**config.mk**
```make
export PLATFORM = sky130hd
export DESIGN_NAME = htcb_ctrl
export DESIGN_NICKNAME = d
export VERILOG_FILES = /design/src/sv/htcb_pkg.sv /design/src/sv/htcb_ctrl.sv
export SDC_FILE = /design/constraint.sdc
export NUM_CORES = 1
export LEC_CHECK = 0
export BUFFER_PORTS_ARGS = -buffer_cell sky130_fd_sc_hd__buf_2
export CORE_MARGIN = 4
export CORE_UTILIZATION = 49
export CTS_CLUSTER_DIAMETER = 80
export DETAILED_ROUTE_END_ITERATION = 12
export PLACE_DENSITY = 0.75
export SLEW_MARGIN = 15
export SYNTH_ARGS = -nofsm -noshare
export SYNTH_HDL_FRONTEND = slang
export SYNTH_SLANG_ARGS = --single-unit
```
**constraint.sdc**
```tcl
create_clock -name clk -period 1.7 [get_ports clk]
set_input_delay 0 -clock clk [delete_from_list [all_inputs] [get_ports clk]]
set_output_delay 0 -clock clk [all_outputs]
set_load 0.005 [all_outputs]
```
**src/sv/htcb_pkg.sv**
```systemverilog
`default_nettype none
// ----------------------------------------------------------------------------
// htcb_pkg: shared types and constants for the alphabetic code builder
// Command and status codes, controller states, datapath ops, status struct.
// ----------------------------------------------------------------------------
package htcb_pkg;

	localparam int SYMBOLS_DEF      = 256;
	localparam int MAX_CODE_LEN_DEF = 64;
	localparam int FREQ_W           = 32;
	localparam int WEIGHT_W         = 40;
	localparam int DEPTH_W          = 8;
	localparam int CODE_W           = 64;
	localparam int LEN_W            = 7;
	localparam int SYM_W            = 8;
	localparam int WORK_W           = 256;

	localparam logic [1:0] CMD_WRITE = 2'd0;
	localparam logic [1:0] CMD_BUILD = 2'd1;
	localparam logic [1:0] CMD_READ  = 2'd2;

	localparam logic [1:0] STS_OK       = 2'd0;
	localparam logic [1:0] STS_ABSENT   = 2'd1;
	localparam logic [1:0] STS_OVERLONG = 2'd2;

	typedef enum logic [4:0] {
		ST_CLEAR, ST_IDLE, ST_RD, ST_LD_RD, ST_LD_WR, ST_LD_END,
		ST_FP_INIT, ST_FI_RD, ST_FI_CHK, ST_FJ_RD, ST_FJ_CHK,
		ST_MG_A, ST_MG_B, ST_MS_RD, ST_MS_WR,
		ST_AS_INIT, ST_AS_RD, ST_AS_CHK, ST_AS_STRIP, ST_AS_PAD, ST_DONE
	} state_t;

	typedef enum logic [4:0] {
		OP_NOP, OP_CLR, OP_ACCEPT, OP_RD_RSP, OP_LD_WR,
		OP_FP_INIT, OP_FI_CHK, OP_FJ_RD, OP_FJ_CHK,
		OP_MG_A, OP_MG_B, OP_MS_WR,
		OP_AS_INIT, OP_AS_CHK, OP_STRIP, OP_PAD, OP_DONE
	} dp_op_t;

	typedef struct packed {
		logic out_free;
		logic last;
		logic n_zero;
		logic n_one;
		logic i_end;
		logic j_end;
		logic occ;
		logic leaf;
		logic found;
		logic more;
		logic skip;
		logic first;
		logic strip_more;
	} dp_sts_t;

endpackage
`default_nettype wire

```
**src/sv/htcb_ctrl.sv**
```systemverilog
`default_nettype none
// ----------------------------------------------------------------------------
// htcb_ctrl: sequencer for the alphabetic code builder
// Steps through clear, load, pair search, merge and code assignment.
// ----------------------------------------------------------------------------
module htcb_ctrl (
	input  logic              clk,
	input  logic              arst_n,
	input  logic              cmd_valid,
	input  logic [1:0]        command,
	input  htcb_pkg::dp_sts_t sts,
	output htcb_pkg::dp_op_t  op,
	output logic              cmd_stall
);
	import htcb_pkg::*;

	state_t state_q, state_d;
	logic   take;

	assign take = cmd_valid && sts.out_free;

	always_ff @(posedge clk or negedge arst_n) begin
		if (!arst_n) state_q <= ST_CLEAR;
		else state_q <= state_d;
	end

	always_comb begin
		state_d = state_q;
		unique case (state_q)
			ST_CLEAR: if (sts.last) state_d = ST_IDLE;
			ST_IDLE: begin
				if (take) begin
					if (command == CMD_BUILD) state_d = ST_LD_RD;
					else if (command == CMD_READ) state_d = ST_RD;
				end
			end
			ST_RD:    state_d = ST_IDLE;
			ST_LD_RD: state_d = ST_LD_WR;
			ST_LD_WR: state_d = sts.last ? ST_LD_END : ST_LD_RD;
			ST_LD_END: begin
				if (sts.n_zero) state_d = ST_DONE;
				else if (sts.n_one) state_d = ST_AS_INIT;
				else state_d = ST_FP_INIT;
			end
			ST_FP_INIT: state_d = ST_FI_RD;
			ST_FI_RD: begin
				if (sts.i_end) state_d = sts.found ? ST_MG_A : ST_AS_INIT;
				else state_d = ST_FI_CHK;
			end
			ST_FI_CHK: state_d = sts.occ ? ST_FJ_RD : ST_FI_RD;
			ST_FJ_RD:  state_d = sts.j_end ? ST_FI_RD : ST_FJ_CHK;
			ST_FJ_CHK: state_d = (sts.occ && sts.leaf) ? ST_FI_RD : ST_FJ_RD;
			ST_MG_A:   state_d = ST_MG_B;
			ST_MG_B:   state_d = ST_MS_RD;
			ST_MS_RD:  state_d = ST_MS_WR;
			ST_MS_WR: begin
				if (sts.last) state_d = sts.more ? ST_FP_INIT : ST_AS_INIT;
				else state_d = ST_MS_RD;
			end
			ST_AS_INIT: state_d = ST_AS_RD;
			ST_AS_RD:   state_d = ST_AS_CHK;
			ST_AS_CHK: begin
				if (sts.skip) state_d = sts.last ? ST_DONE : ST_AS_RD;
				else state_d = sts.first ? ST_AS_PAD : ST_AS_STRIP;
			end
			ST_AS_STRIP: state_d = sts.strip_more ? ST_AS_STRIP : ST_AS_PAD;
			ST_AS_PAD:   state_d = sts.last ? ST_DONE : ST_AS_RD;
			ST_DONE:     state_d = ST_IDLE;
			default:     state_d = ST_IDLE;
		endcase
	end

	always_comb begin
		op        = OP_NOP;
		cmd_stall = 1'b1;
		unique case (state_q)
			ST_CLEAR: op = OP_CLR;
			ST_IDLE: begin
				cmd_stall = !sts.out_free;
				if (take) op = OP_ACCEPT;
			end
			ST_RD:       op = OP_RD_RSP;
			ST_LD_WR:    op = OP_LD_WR;
			ST_FP_INIT:  op = OP_FP_INIT;
			ST_FI_CHK:   op = OP_FI_CHK;
			ST_FJ_RD:    op = OP_FJ_RD;
			ST_FJ_CHK:   op = OP_FJ_CHK;
			ST_MG_A:     op = OP_MG_A;
			ST_MG_B:     op = OP_MG_B;
			ST_MS_WR:    op = OP_MS_WR;
			ST_AS_INIT:  op = OP_AS_INIT;
			ST_AS_CHK:   op = OP_AS_CHK;
			ST_AS_STRIP: op = OP_STRIP;
			ST_AS_PAD:   op = OP_PAD;
			ST_DONE:     op = OP_DONE;
			default:     op = OP_NOP;
		endcase
	end

endmodule
`default_nettype wire

```
==> results.py <==
metrics = {
    "outcome": {
        "status": "complete, no violations",
    },
    "yosys": {
        "ys_top_cells_by_area": "dfrtp_1 17%, a21oi_1 8.7%, o21ai_0 6.7%",
        "synth_seq_cells": 5,
        "yosysMostFrequentCell": "a21oi_1",
        "syn_inst": 115,
        "synthFlopType": "dfrtp_1",
        "syn-mean-instance-area_um2": 6.47,
        "synth_fp_nets": 134,
        "synth_edf_count": 0,
        "synth_top_area_share_pct": 16.8,
        "synth.cells.most_frequent": "13 x a21oi_1, 12 x nor2_1, 11 x nand2_1",
        "synth_top_area_cell": "dfrtp_1",
        "async_flop_share_pct": 100,
        "synth_area_um2": 744,
        "ys_seq_area_share_pct": 16.8,
        "ys_types": 42,
        "yosysWarnings": 0,
    },
    "routing": {
        "drt_wl_total_um": 2240,
        "wl_per_cell_um": 14.2,
        "route.met3.wl_um": 165,
        "post-route-drc-count": 0,
        "drtAntennaViolNets": 0,
        "wl_met1_um": 973,
        "wl_met2_um": 1080,
        "vias": 983,
        "drt_iter0_drc": 42,
        "vias_per_cell": 6.22,
        "drtPass1Iterations": 4,
        "maxUsedRoutingLayer": "met4",
    },
    "hold_path": {
        "hp-start": "sts[9]",
        "hp-class": "input port to register",
    },
    "floorplanning": {
        "start_util_pct": 54.5,
        "die_h_um": 47.0,
        "dieArea_um2": 2210,
        "io_pins": 24,
        "rows": 13,
        "core_um2": 1370,
        "die_w_um": 47.0,
    },
    "cts": {
        "clk_path_buf_depth": 2,
        "cts_setup_buffers": 0,
        "clk_latency_ps": 240,
        "root_buffer": "clkbuf_4",
        "cts_inserted_buffers": 3,
        "clk_pin_slew_ps": 50,
        "cts_tree": "yes",
        "clock-sinks": 5,
        "htreeDepth": 1,
    },
    "cells_and_area": {
        "nNetsFinal": 163,
        "largest_reg_flops": 5,
        "final_cell_area_um2": 945,
        "fin_cells": 158,
        "regArea_um2": 128,
        "max_flop_register": "state_q",
        "largest_registers": "state_q (5)",
        "drive_gt1_share_pct": 27.3,
        "fill_cells": 126,
        "antenna_cells": 0,
        "area_growth_pct": 26.9,
        "multi_input_area_um2": 546,
    },
    "grt": {
        "grt_pass1_wl_um": 3520,
        "overflow": 0,
        "grt.total_usage_pct": 21.7,
        "grt_pass1_vias": 873,
        "grt_antenna_before_repair": 0,
        "grt_max_degree": 17,
    },
    "power_and_ir_drop": {
        "combPwrFrac_pct": 71.9,
        "sw_frac_of_total_pct": 50.5,
        "p_seq_share_pct": 19.4,
        "p_sw_w": 0.000837,
        "power_frac_clock_pct": 8.6,
        "power.density_nw_per_um2": 1750,
        "irDropWorstVdd_uv": 892,
        "p_int_w": 0.000820,
        "leakagePower_nw": 0.420,
    },
    "sta": {
        "maxClockFrequency_mhz": 616,
        "slew_violations": 0,
        "setup_ws_ps": 75.8,
        "clock_skew_ps": 5.04,
        "finalCritPeriodShare_pct": 95.5,
        "slew_headroom_pct": 72.1,
        "setup-violations-final": 0,
        "post-route-min-period_ps": 1620,
        "tightest_slew_ps": 419,
        "final_hold_viol_count": 0,
    },
    "place": {
        "routabilityCongestion": 0.901,
        "place_ws_ps": 171,
        "postPlaceCellArea_um2": 906,
        "io_buffer_count": 23,
        "dpl.hpwl_um": 1740,
        "place_inst": 153,
    },
    "critical_path": {
        "critPathMaxFanout": 15,
        "crit_type": "register to output pin",
        "worstSetupStartpointType": "register",
        "cp.required_ps": 1700,
        "crit_start": "state_q[0]",
        "worstPathArrival_ps": 1620,
        "endpoint_kind": "output pin",
        "r2r-start": "state_q[0]",
    },
    "run": {
        "cap_violations": 0,
    },
}
[cell families after synthesis]
| family | synth area share [%] |
|---|---|
| buffers and inverters | 9.91 |
| AOI/OAI and AO/OA | 33.4 |
| and+or+nand+nor | 35.6 |
| adders and majority gates | 1.68 |
| xor gates and xnor gates | 1.18 |
| muxes | 1.34 |
| DFF | 16.8 |
[worst paths after layout]
check                             end  slack, ps  cells past startpoint
max                             op[0]         80                      6
min                        state_q[3]         90                      3
max reg2reg                state_q[2]        170                      5
min reg2reg                state_q[4]        740                      3
max in group asynchronous  state_q[1]       1450                      2
min in group asynchronous  state_q[4]        100                      2
[metrics by stage]
| step | util [%] | hold WS [ps] | setup TNS [ps] | power (W) |
|---|---|---|---|---|
| after floorplan | - | -296 | 0 | 0.00112 |
| after global placement | 66.3 | -181 | 0 | 0.00146 |
| after detailed placement | 66.3 | -178 | 0 | 0.00148 |
| after CTS | 69.0 | 86.0 | 0 | 0.00163 |
| after global routing | 69.1 | 112 | -4.45 | 0.00180 |
| final | 69.1 | 94.4 | 0 | 0.00166 |
[final cells by class]
class                           instances  area share [%]
Multi-Input combinational cell         94            57.7
Timing Repair Buffer                   35            22.0
Sequential cell                         5            13.5
Clock buffer                            4            2.78
Inverter                                5            1.99
Tap cell                               15            1.99
[layout by cell type, fill, tap and decap left out, types with 2 or more instances in the layout]
| master | Yosys | layout |
|---|---|---|
| nand3b_1 | 3 | 3 |
| nand2b_1 | 2 | 2 |
| inv_1 | 4 | 4 |
| nor2b_1 | 3 | 3 |
| a21oi_1 | 13 | 13 |
| nor3_1 | 6 | 6 |
| dfrtp_2 | 0 | 2 |
| nand2_1 | 11 | 11 |
| nor2_1 | 12 | 12 |
| o22ai_1 | 2 | 2 |
| o21ai_0 | 10 | 10 |
| buf_4 | 0 | 11 |
| clkbuf_4 | 0 | 3 |
| buf_2 | 4 | 23 |
| a31oi_1 | 2 | 2 |
| nand3_1 | 5 | 5 |
| dfrtp_1 | 5 | 3 |
| nand4_1 | 2 | 2 |
[metal layers]
metal	track usage (%)	vias to the layer above
li1	-	484
met5	0	-
met3	4.21	2
met1	28.2	448
met4	3.87	0
met2	37.7	49
[power groups by stage]
stage          Clock (W)  Combinational, W  Sequential (W)
6_report        0.000143           0.00119        0.000322
5_1_grt         0.000152           0.00132        0.000334
4_1_cts         0.000144           0.00118        0.000313
3_5_place_dp           0           0.00117        0.000313
3_3_place_gp           0           0.00115        0.000311
2_1_floorplan          0          0.000926        0.000193
[critical path, stage by stage, from the launching register on]
cell and delay (ps):
dfrtp_1 590, nor2b_1 110, buf_4 160, nor3_1 160, a21oi_1 60, o21ai_0 160, buf_2 140
[timing repair]
item | in CTS | in global routing
gates resized for setup | 0 | 2
endpoints found under the hold margin | 5 | 0
setup endpoints to repair | 0 | 4
hold buffers | 1 | 0
(Power assumes the default switching activity.)
